**src/design/upd_pkg.sv**
```systemverilog
// ----------------------------------------------------------------------------
// upd_pkg: shared definitions of the URL percent decoder
// Character constants, the decoded-byte bundle that travels from the front
// end to the back end, and the hex digit helpers.
// ----------------------------------------------------------------------------
package upd_pkg;

   localparam int unsigned BYTE_W = 8;
   localparam int unsigned NIB_W = 4;
   localparam int unsigned MAX_OUT = 3;
   localparam int unsigned COUNT_W = 2;
   localparam int unsigned QUEUE_DEPTH_DEF = 4;

   localparam logic [BYTE_W-1:0] PCT_CHAR = 8'h25;
   localparam logic [BYTE_W-1:0] PLUS_CHAR = 8'h2B;
   localparam logic [BYTE_W-1:0] SPACE_CHAR = 8'h20;

   // What the front end keeps between characters.
   typedef enum logic [2:0] {
      HOLD_NONE = 3'b001,
      HOLD_PCT  = 3'b010,
      HOLD_HEX  = 3'b100
   } hold_type;

   // All bytes caused by one input character, with their count (1 to 3).
   typedef struct packed {
      logic [MAX_OUT-1:0][BYTE_W-1:0] bytes;
      logic [COUNT_W-1:0]             count;
      logic                           last;
   } bundle_type;

   // A write into the queue.
   typedef struct packed {
      logic       push;
      bundle_type bundle;
   } push_type;

   // True for 0-9, a-f and A-F.
   function automatic logic is_hex(input logic [BYTE_W-1:0] c);
      logic r;
      case (c) inside
         [8'h30:8'h39], [8'h41:8'h46], [8'h61:8'h66]: r = 1'b1;
         default: r = 1'b0;
      endcase
      return r;
   endfunction

   // Value of a hex digit; letters of either case have 1 to 6 in the low nibble.
   function automatic logic [NIB_W-1:0] hex_nibble(input logic [BYTE_W-1:0] c);
      logic [NIB_W-1:0] r;
      case (c) inside
         [8'h41:8'h46], [8'h61:8'h66]: r = c[NIB_W-1:0] + 4'd9;
         default: r = c[NIB_W-1:0];
      endcase
      return r;
   endfunction

endpackage

```
**src/design/url_percent_decoder.sv**
```systemverilog
// ----------------------------------------------------------------------------
// url_percent_decoder: streaming URL percent decoder
// Decodes percent escapes and plus signs of a character stream, one
// character per transfer in, one decoded byte per transfer out.
// ----------------------------------------------------------------------------
//  Channel   Direction  Payload                                      Handshake
//  req_      in         in_byte[7:0], last_in                        valid/stall
//  rsp_      out        out_byte[7:0], run_last, string_last         valid/stall
//
//  One character is taken per cycle while the queue is not full; a character
//  that yields k bytes (k is 0 to 3) occupies the output serializer for k
//  transfers, one decoded byte each, with the queue of QUEUE_DEPTH bundles
//  absorbing bursts. A request passes through the queue, then the output register.
//  Synchronous reset clears the hold state, the queue and the output register.
//  A response stall holds the output byte; the request side stalls only when
//  the queue is full.
// ----------------------------------------------------------------------------
module url_percent_decoder import upd_pkg::*; #(
   parameter int unsigned QUEUE_DEPTH = QUEUE_DEPTH_DEF
) (
   input  logic              clock,
   input  logic              reset,
   input  logic              req_valid,
   output logic              req_stall,
   input  logic [BYTE_W-1:0] req_in_byte,
   input  logic              req_last_in,
   output logic              rsp_valid,
   input  logic              rsp_stall,
   output logic [BYTE_W-1:0] rsp_out_byte,
   output logic              rsp_run_last,
   output logic              rsp_string_last
);

   push_type   push;
   logic       full;
   logic       head_valid;
   bundle_type head;
   logic       pop;

   assign req_stall = full;

   // Classifier.
   upd_front u_front (
      .clock       (clock),
      .reset       (reset),
      .req_valid   (req_valid),
      .req_stall   (req_stall),
      .req_in_byte (req_in_byte),
      .req_last_in (req_last_in),
      .push_out    (push)
   );

   // Bundle queue.
   upd_queue #(
      .DEPTH (QUEUE_DEPTH)
   ) u_queue (
      .clock      (clock),
      .reset      (reset),
      .push_in    (push),
      .pop        (pop),
      .full       (full),
      .head_valid (head_valid),
      .head       (head)
   );

   // Serializer.
   upd_back u_back (
      .clock           (clock),
      .reset           (reset),
      .head_valid      (head_valid),
      .head            (head),
      .pop             (pop),
      .rsp_valid       (rsp_valid),
      .rsp_stall       (rsp_stall),
      .rsp_out_byte    (rsp_out_byte),
      .rsp_run_last    (rsp_run_last),
      .rsp_string_last (rsp_string_last)
   );

endmodule

```
**src/design/upd_front.sv**
```systemverilog
// ----------------------------------------------------------------------------
// upd_front: character classifier
// Holds a pending percent sign and first hex digit, and turns each accepted
// character into a bundle of decoded bytes for the queue.
// ----------------------------------------------------------------------------
module upd_front import upd_pkg::*; (
   input  logic                clock,
   input  logic                reset,
   input  logic                req_valid,
   input  logic                req_stall,
   input  logic [BYTE_W-1:0]   req_in_byte,
   input  logic                req_last_in,
   output push_type            push_out
);

   hold_type            hold_ff, hold_in;
   logic [BYTE_W-1:0]   held_char_ff, held_char_in;
   logic                accept;

   bundle_type          bnd;
   logic                plain_hold;
   logic [BYTE_W-1:0]   plain_byte;

   assign accept = req_valid && !req_stall;

   // A character looked at with nothing held.
   always_comb begin
      plain_hold = (req_in_byte == PCT_CHAR);
      plain_byte = (req_in_byte == PLUS_CHAR) ? SPACE_CHAR : req_in_byte;
   end

   // Build the bundle and the next hold state.
   always_comb begin
      bnd.bytes = '0;
      bnd.count = '0;
      bnd.last = req_last_in;
      hold_in = HOLD_NONE;
      held_char_in = held_char_ff;
      case (hold_ff)
         HOLD_PCT: begin
            if (is_hex(req_in_byte)) begin
               hold_in = HOLD_HEX;
               held_char_in = req_in_byte;
            end else begin
               bnd.bytes[0] = PCT_CHAR;
               if (plain_hold) begin
                  hold_in = HOLD_PCT;
                  bnd.count = 2'd1;
               end else begin
                  bnd.bytes[1] = plain_byte;
                  bnd.count = 2'd2;
               end
            end
         end
         HOLD_HEX: begin
            if (is_hex(req_in_byte)) begin
               bnd.bytes[0] = {hex_nibble(held_char_ff), hex_nibble(req_in_byte)};
               bnd.count = 2'd1;
            end else begin
               bnd.bytes[0] = PCT_CHAR;
               bnd.bytes[1] = held_char_ff;
               if (plain_hold) begin
                  hold_in = HOLD_PCT;
                  bnd.count = 2'd2;
               end else begin
                  bnd.bytes[2] = plain_byte;
                  bnd.count = 2'd3;
               end
            end
         end
         default: begin
            if (plain_hold) begin
               hold_in = HOLD_PCT;
            end else begin
               bnd.bytes[0] = plain_byte;
               bnd.count = 2'd1;
            end
         end
      endcase

      // End of string: flush whatever is still held.
      if (req_last_in) begin
         if (hold_in == HOLD_PCT) begin
            bnd.bytes[bnd.count] = PCT_CHAR;
            bnd.count = bnd.count + 2'd1;
         end else if (hold_in == HOLD_HEX) begin
            bnd.bytes[0] = PCT_CHAR;
            bnd.bytes[1] = held_char_in;
            bnd.count = 2'd2;
         end
         hold_in = HOLD_NONE;
      end
   end

   // Only bundles that carry bytes enter the queue.
   always_comb begin
      push_out.push = accept && (bnd.count != '0);
      push_out.bundle = bnd;
   end

   // Hold state.
   always_ff @(posedge clock) begin
      if (reset) begin
         hold_ff <= HOLD_NONE;
      end else if (accept) begin
         hold_ff <= hold_in;
      end
   end

   // Held hex digit.
   always_ff @(posedge clock) begin
      if (accept) begin
         held_char_ff <= held_char_in;
      end
   end

endmodule

```
**src/design/upd_queue.sv**
```systemverilog
// ----------------------------------------------------------------------------
// upd_queue: bundle queue
// A small first-in first-out queue of bundles between front and back end.
// ----------------------------------------------------------------------------
module upd_queue import upd_pkg::*; #(
   parameter int unsigned DEPTH = QUEUE_DEPTH_DEF
) (
   input  logic       clock,
   input  logic       reset,
   input  push_type   push_in,
   input  logic       pop,
   output logic       full,
   output logic       head_valid,
   output bundle_type head
);

   localparam int unsigned PTR_W = $clog2(DEPTH);
   localparam int unsigned CNT_W = $clog2(DEPTH + 1);
   localparam logic [PTR_W-1:0] LAST_PTR = PTR_W'(DEPTH - 1);

   bundle_type          entry_ff [DEPTH];
   logic [PTR_W-1:0]    wr_ptr_ff, wr_ptr_in;
   logic [PTR_W-1:0]    rd_ptr_ff, rd_ptr_in;
   logic [CNT_W-1:0]    count_ff, count_in;
   logic                do_pop;

   assign full = (count_ff == CNT_W'(DEPTH));
   assign head_valid = (count_ff != '0);
   assign head = entry_ff[rd_ptr_ff];
   assign do_pop = pop && head_valid;

   // Pointer and fill count update.
   always_comb begin
      wr_ptr_in = wr_ptr_ff;
      rd_ptr_in = rd_ptr_ff;
      count_in = count_ff;
      if (push_in.push) begin
         wr_ptr_in = (wr_ptr_ff == LAST_PTR) ? '0 : wr_ptr_ff + 1'b1;
      end
      if (do_pop) begin
         rd_ptr_in = (rd_ptr_ff == LAST_PTR) ? '0 : rd_ptr_ff + 1'b1;
      end
      if (push_in.push && !do_pop) begin
         count_in = count_ff + 1'b1;
      end else if (do_pop && !push_in.push) begin
         count_in = count_ff - 1'b1;
      end
   end

   always_ff @(posedge clock) begin
      if (reset) begin
         wr_ptr_ff <= '0;
         rd_ptr_ff <= '0;
         count_ff <= '0;
      end else begin
         wr_ptr_ff <= wr_ptr_in;
         rd_ptr_ff <= rd_ptr_in;
         count_ff <= count_in;
      end
   end

   // Entry storage.
   always_ff @(posedge clock) begin
      if (push_in.push) begin
         entry_ff[wr_ptr_ff] <= push_in.bundle;
      end
   end

endmodule

```
**src/design/upd_back.sv**
```systemverilog
// ----------------------------------------------------------------------------
// upd_back: byte serializer
// Sends the bytes of the head bundle one per transfer through an output
// register, and retires the bundle after its final byte.
// ----------------------------------------------------------------------------
module upd_back import upd_pkg::*; (
   input  logic              clock,
   input  logic              reset,
   input  logic              head_valid,
   input  bundle_type        head,
   output logic              pop,
   output logic              rsp_valid,
   input  logic              rsp_stall,
   output logic [BYTE_W-1:0] rsp_out_byte,
   output logic              rsp_run_last,
   output logic              rsp_string_last
);

   logic [COUNT_W-1:0]  idx_ff, idx_in;
   logic                valid_ff;
   logic [BYTE_W-1:0]   byte_ff;
   logic                run_last_ff;
   logic                string_last_ff;
   logic                load;
   logic                take;
   logic                fin;

   // The output register takes a new byte when empty or being drained.
   assign load = !valid_ff || !rsp_stall;
   assign take = load && head_valid;
   assign fin = (idx_ff == head.count - 2'd1);
   assign pop = take && fin;

   always_comb begin
      idx_in = idx_ff;
      if (take) begin
         idx_in = fin ? '0 : idx_ff + 2'd1;
      end
   end

   // Control state.
   always_ff @(posedge clock) begin
      if (reset) begin
         idx_ff <= '0;
         valid_ff <= 1'b0;
      end else begin
         idx_ff <= idx_in;
         if (load) begin
            valid_ff <= head_valid;
         end
      end
   end

   // Output payload.
   always_ff @(posedge clock) begin
      if (take) begin
         byte_ff <= head.bytes[idx_ff];
         run_last_ff <= fin;
         string_last_ff <= fin && head.last;
      end
   end

   assign rsp_valid = valid_ff;
   assign rsp_out_byte = byte_ff;
   assign rsp_run_last = run_last_ff;
   assign rsp_string_last = string_last_ff;

endmodule

```
**config.mk**
```make
export PLATFORM = sky130hd
export DESIGN_NAME = url_percent_decoder
export DESIGN_NICKNAME = d
export VERILOG_FILES = /design/src/design/upd_pkg.sv /design/src/design/url_percent_decoder.sv /design/src/design/upd_front.sv /design/src/design/upd_queue.sv /design/src/design/upd_back.sv
export SDC_FILE = /design/constraint.sdc
export NUM_CORES = 1
export LEC_CHECK = 0
export ABC_CLOCK_PERIOD_IN_PS = 10700
export BUFFER_PORTS_ARGS = -buffer_cell sky130_fd_sc_hd__buf_2
export CAP_MARGIN = 20
export CORE_MARGIN = 1.5
export CORE_UTILIZATION = 38
export DETAILED_ROUTE_END_ITERATION = 8
export SYNTH_ARGS = -nofsm -noshare
export SYNTH_HDL_FRONTEND = slang
export SYNTH_HIERARCHICAL = 1
export SYNTH_SLANG_ARGS = --single-unit
```
**constraint.sdc**
```tcl
create_clock -name clock -period 10.7 [get_ports clock]
set_input_delay 0.535 -clock clock [delete_from_list [all_inputs] [get_ports clock]]
set_output_delay 0.535 -clock clock [all_outputs]
set_load 0.005 [all_outputs]
```
==> results.cfg, run 1 <==
[clocking]
cts_num_sinks = 141
post_cts_resized = 0
htree_num_levels = 4
cts.reportedPaths.clkPinSlew_ns = 0.05
worst_skew_pair.late_latency_ns = 0.42
cts_buffers = 17
cts_root_buffer = clkbuf_16
hold_buffers = 0
cts_setup_buffers = 0
cts_tree = built
ctsLongestPathBuffers = 2

[setup_path]
worstPathCellList = buf_2 > inv_1 > ha_1 > nor3b_1 > nor3b_4 > nor2_2 > o21ai_0 > ha_1 > nand2b_1 > o22ai_1 > a211oi_1 > ha_1 > inv_1 > fa_1 > xor2_1 > or3_1 > a21oi_1
worst_path_most_repeated_cell = ha_1
slowest_delay_ns = 0.68
crit_path_start_kind = input pin
path_buf_inv = 3
arrival_ns = 5.04
cp_max_fo = 15
cp_slowest_cell = a211oi_1
cp_top_family = simple AND/OR/NAND/NOR gates
cp_data_required_time_ns = 11.04
crit_type = input pin to register
endpoint_kind = register

[finish]
syn2layout_area_growth_pct = 12.9
ff_latch_area_sq_um = 4090
stdcell_area_sq_um = 7350
antennaDiodeCount = 0
final_cell_mix = 126 x edfxtp_1, 42 x nand2_1, 24 x buf_2
layout.nets = 494
multi_input_area_sq_um = 2240
final_common_cell = edfxtp_1
final_layout_size_suffix_gt1_frac = 0.195
nFillCells = 1460
final_util = 0.442

[synthesis]
yosysUniqueCellTypes = 67
ys_seq_area_frac = 0.627
synth_top_area_share = 0.581
synthFlopType = edfxtp_1
yosys-top-cells-area = edfxtp_1 58%, mux4_2 6.9%, dfxtp_1 4.6%
yosys_warnings = 6
synthArstFlopShare = 0
syn_area_sq_um = 6510
syn_avg_cell_area_sq_um = 15.0
synth_top_cell_by_area = edfxtp_1
syn_nets = 463
ys_ff_latch = 141
synth_edf_count = 126
syn_inst = 433

[power]
ir_worst_vdd_mv = 0.114
power_density_nw_per_um2 = 218
leakagePower_nw = 2.57

[global_route]
grt_usage = 0.155
grt_pass1_wl_um = 20500
antenna_found_initial = 0
grt_max_degree = 28
grt_pass1_vias = 3650
overflow = 0

[placement]
dpl.hpwl_um = 8480
dpl_cell_area_sq_um = 6820
place.gp.congestion = 0.865
port_buffers = 24

[sta]
rsz0062_at_grt = false
final-setup-viol-count = 0
worst_pin_slew_ns = 0.959
fin_crit_sh = 0.439
final_hold_viol_count = 0
clock_skew_ns = 0.0227
fmax_mhz = 213
slew_violations = 0
holdWs_ns = 0.365
tns_ns = 0
fin_crit_ns = 4.70
slew_headroom = 0.360

[drt]
wl_um = 12900
drt_iter0_drc = 332
postRouteAntennaNets = 0
firstDrtPassIters = 5
drc_errors = 0
avgRoutedWirePerCell_um = 18.5
vias_per_cell = 5.31
num_vias = 3699

[floorplan]
pin_count = 25
die_area_sq_um = 17900
core_area_sq_um = 16600
initial_core_util = 0.391
die-height_um = 134
std_cell_rows = 47
die_w_um = 134

[worst_hold_path]
hp-class = input pin to register

[job]
max_cap_viol_count = 0

[outcome]
status = finished, final reports clean
-- cell usage after synthesis, types with 4 or more instances --
library cell and count:
nand2b_1 5, dfxtp_1 15, mux2i_1 16, clkbuf_1 5
nand3_1 9, nor2_1 22, and2_1 11, o21ai_1 9
xnor2_1 4, or3_1 4, edfxtp_1 126, a31o_2 4
mux4_1 7, ha_1 16, mux4_2 20, o21ai_0 18
buf_2 5, nand2_1 42, a21oi_1 12, inv_1 13
o22ai_1 4
-- logic make-up (layout without fill, tap and decap cells) --
kind of cell / count (synthesis) / in the layout / share of synthesized area
buffers and inverters: 32 / 76 / 0.0284
AOI/OAI and AO/OA: 74 / 74 / 0.0822
DFF: 141 / 141 / 0.627
muxes: 45 / 45 / 0.125
adders and majority gates: 17 / 17 / 0.0338
and+or+nand+nor: 118 / 118 / 0.0951
xor gates and xnor gates: 6 / 6 / 0.00807
-- tightest hold or removal path, delay by kind of cell --
family / cells / cell delay [ns]
and+or+nand+nor: 1 / 0.07
buffers and inverters: 1 / 0.09
AOI/OAI and AO/OA: 1 / 0.06
-- layout make-up --
class,instances,area share
inverters,14,0.00715
clock buffers,28,0.0662
clock inverters,4,0.00596
flip-flops and latches,141,0.556
repair buffers,30,0.0225
well taps,220,0.0374
multi-input cells,260,0.305
-- layer usage --
metal	wire length, um	vias up	global-route usage
li1	-	1739	-
met1	5970	1838	0.209
met2	5930	101	0.234
met3	747	21	0.0480
met4	255	0	0.0652
met5	0	-	0
-- worst paths after layout --
kind,startpoint,to,slack (ns),cells past startpoint
worst max-delay path,req_in_byte[1],u_queue/count_ff[2],6.00,17
worst min-delay path,rsp_stall,u_back/rsp_valid,0.36,3
worst min register to register,u_queue/rd_ptr_ff[0],register,0.49,2
worst max register to register,u_front/hold_ff[1],u_queue/count_ff[2],6.61,13
-- through the flow --
step	instances	total power, mW	setup WS, ns
3_5_place_dp	665	1.09	5.63
2_1_floorplan	433	1.00	6.55
5_1_grt	697	1.69	5.65
6_report	697	1.60	6.00
3_3_place_gp	665	1.09	5.80
4_1_cts	697	1.63	6.06
-- power breakdown --
group	total, mW	switching (mW)	internal (mW)
clock network	0.530	0.199	0.330
registers	0.769	0.0706	0.699
logic	0.304	0.147	0.157
total	1.60	0.417	1.19
-- registers in the layout, summed over array words and instances, names as in the netlist, named ones only --
| register | flops |
|---|---|
| u_queue/entry_ff | 108 |
| u_back/rsp_out_byte | 8 |
| u_front/held_char_ff | 8 |
| u_front/hold_ff | 3 |
| u_queue/count_ff | 3 |
| u_back/idx_ff | 2 |
| u_queue/rd_ptr_ff | 2 |
| u_queue/wr_ptr_ff | 2 |
| u_back/rsp_run_last | 1 |
| u_back/rsp_string_last | 1 |
| u_back/rsp_valid | 1 |
Power figures use the tool's default switching activity.
==> run 2, diff against run 1 <==
--- a/config.mk
+++ b/config.mk
@@ -5,7 +5,7 @@
 export SDC_FILE = /design/constraint.sdc
 export NUM_CORES = 1
 export LEC_CHECK = 0
-export ABC_CLOCK_PERIOD_IN_PS = 10700
+export ABC_CLOCK_PERIOD_IN_PS = 4800
 export BUFFER_PORTS_ARGS = -buffer_cell sky130_fd_sc_hd__buf_2
 export CAP_MARGIN = 20
 export CORE_MARGIN = 1.5
==> constraint.sdc (replaced) <==
create_clock -name clock -period 4.8 [get_ports clock]
set_input_delay 0.24 -clock clock [delete_from_list [all_inputs] [get_ports clock]]
set_output_delay 0.24 -clock clock [all_outputs]
set_load 0.005 [all_outputs]
==> results.cfg, run 2 (same netlist as run 1, synthesis figures left out) <==
[floorplan]
initial_core_util = 0.391
std_cell_rows = 47
core_area_sq_um = 16600
die_w_um = 134
die_area_sq_um = 17900
pin_count = 25
die-height_um = 134

[drt]
wl_um = 12700
vias_per_cell = 5.28
num_vias = 3698
drc_errors = 0
drt_iter0_drc = 312
avgRoutedWirePerCell_um = 18.1
postRouteAntennaNets = 0
firstDrtPassIters = 5

[sta]
clock_skew_ns = 0.00519
final-setup-viol-count = 0
final_hold_viol_count = 0
fin_crit_sh = 0.758
fin_crit_ns = 3.64
worst_pin_slew_ns = 0.848
fmax_mhz = 275
slew_violations = 0
tns_ns = 0
rsz0062_at_grt = false
slew_headroom = 0.434
holdWs_ns = 0.0792
fin_ws_ns = 1.16

[clocking]
cts_buffers = 17
ctsLongestPathBuffers = 2
worst_skew_pair.late_latency_ns = 0.41
cts_root_buffer = clkbuf_16
hold_buffers = 0
post_cts_resized = 0
cts_num_sinks = 141
cts_tree = built
cts_setup_buffers = 0
htree_num_levels = 4
cts.reportedPaths.clkPinSlew_ns = 0.06

[global_route]
antenna_found_initial = 0
grt_usage = 0.153
grt_pass1_wl_um = 20300
grt_max_degree = 28
grt_pass1_vias = 3717
overflow = 0

[placement]
dpl.hpwl_um = 8570
place_inst = 669
place_ws_ns = 0.840
place.gp.congestion = 0.880
port_buffers = 24

[finish]
final_cell_mix = 126 x edfxtp_1, 42 x nand2_1, 24 x buf_2
final_layout_size_suffix_gt1_frac = 0.218
antennaDiodeCount = 0
final_common_cell = edfxtp_1
nFillCells = 1495
stdcell_count = 701
layout.nets = 498
syn2layout_area_growth_pct = 14.4
largest_register = u_queue/entry_ff
largest_reg_flops = 108

[worst_hold_path]
hp-class = input pin to register
hold_path_end = u_back/rsp_valid
hold_depth = 3
hp-start = rsp_stall

[setup_path]
crit_type = register to register
r2r_cells = 15
crit_path_start_kind = register
regToRegSetupSlack_ns = 1.16
arrival_ns = 3.98
cp_max_fo = 12
cp_data_required_time_ns = 5.15
endpoint_kind = register
r2r_end = u_queue/count_ff[2]
rr_startpoint = u_front/hold_ff[2]

[power]
power_density_nw_per_um2 = 497
leakagePower_nw = 2.62
ir_worst_vdd_mv = 0.263
finalPower_mw = 3.70

[outcome]
status = finished, final reports clean

[job]
max_cap_viol_count = 0
==> run 2: cell count changes in the layout (fill, tap and decap cells not counted) <==
cell | before | now
clkinv_1 | 2 | 3
clkinv_4 | 0 | 3
clkinvlp_4 | 0 | 2
clkbuf_1 | 9 | 0
inv_6 | 0 | 2
clkinv_2 | 2 | 3
clkbuf_8 | 2 | 0
bufinv_16 | 1 | 3
buf_4 | 6 | 10
==> run 2: critical path, stage by stage, from the launching register on <==
cell and delay [ns]:
dfxtp_1 0.36, nor2_1 0.18, and2_1 0.46, nor2_1 0.06, or2_2 0.31, ha_1 0.28
nand2b_1 0.12, o22ai_1 0.09, a211oi_1 0.28, buf_4 0.19, ha_1 0.18, inv_1 0.06
fa_1 0.37, xor2_1 0.17, or3_1 0.30, a21oi_1 0.13
==> run 2: where the power goes <==
part | switching, mW | internal [mW] | leakage (nW) | total, mW
combinational | 0.388 | 0.356 | 1.03 | 0.744
clock | 0.485 | 0.814 | 0.288 | 1.30
sequential | 0.102 | 1.56 | 1.31 | 1.66
total | 0.974 | 2.73 | 2.62 | 3.70
==> run 2: how the worst max path moves through the flow <==
stage,to,from,slack [ns],cells past startpoint
finish,u_queue/count_ff[2],u_front/hold_ff[2],1.16,15
global route,u_queue/count_ff[2],u_front/hold_ff[2],0.79,15
detailed placement,u_queue/count_ff[2],req_in_byte[1],0.84,18
floorplan,u_queue/count_ff[2],req_in_byte[1],0.94,17
CTS,u_queue/count_ff[2],u_front/hold_ff[2],1.16,15
global placement,u_queue/count_ff[2],req_in_byte[1],0.98,18
==> run 2: layout make-up <==
cell class	count	area [sq um]	share of cell area
Clock inverter	15	171	0.0230
Timing Repair Buffer	34	195	0.0262
Tap cell	220	275	0.0369
Multi-Input combinational cell	260	2240	0.301
Sequential cell	141	4090	0.548
Clock buffer	17	425	0.0571
Inverter	14	52.6	0.00705
==> run 2: through the flow <==
step,utilization,cell area [sq um]
after floorplan,-,6510
after global placement,0.412,6850
after detailed placement,0.412,6850
after CTS,0.448,7450
after global routing,0.448,7450
final,0.448,7450
==> run 2: layer usage <==
layer / up-vias / global-route usage / wire length [um]
li1: 1743 / - / -
met1: 1855 / 0.198 / 5750
met2: 80 / 0.246 / 6140
met3: 20 / 0.0370 / 603
met4: 0 / 0.0652 / 196
met5: - / 0 / 0
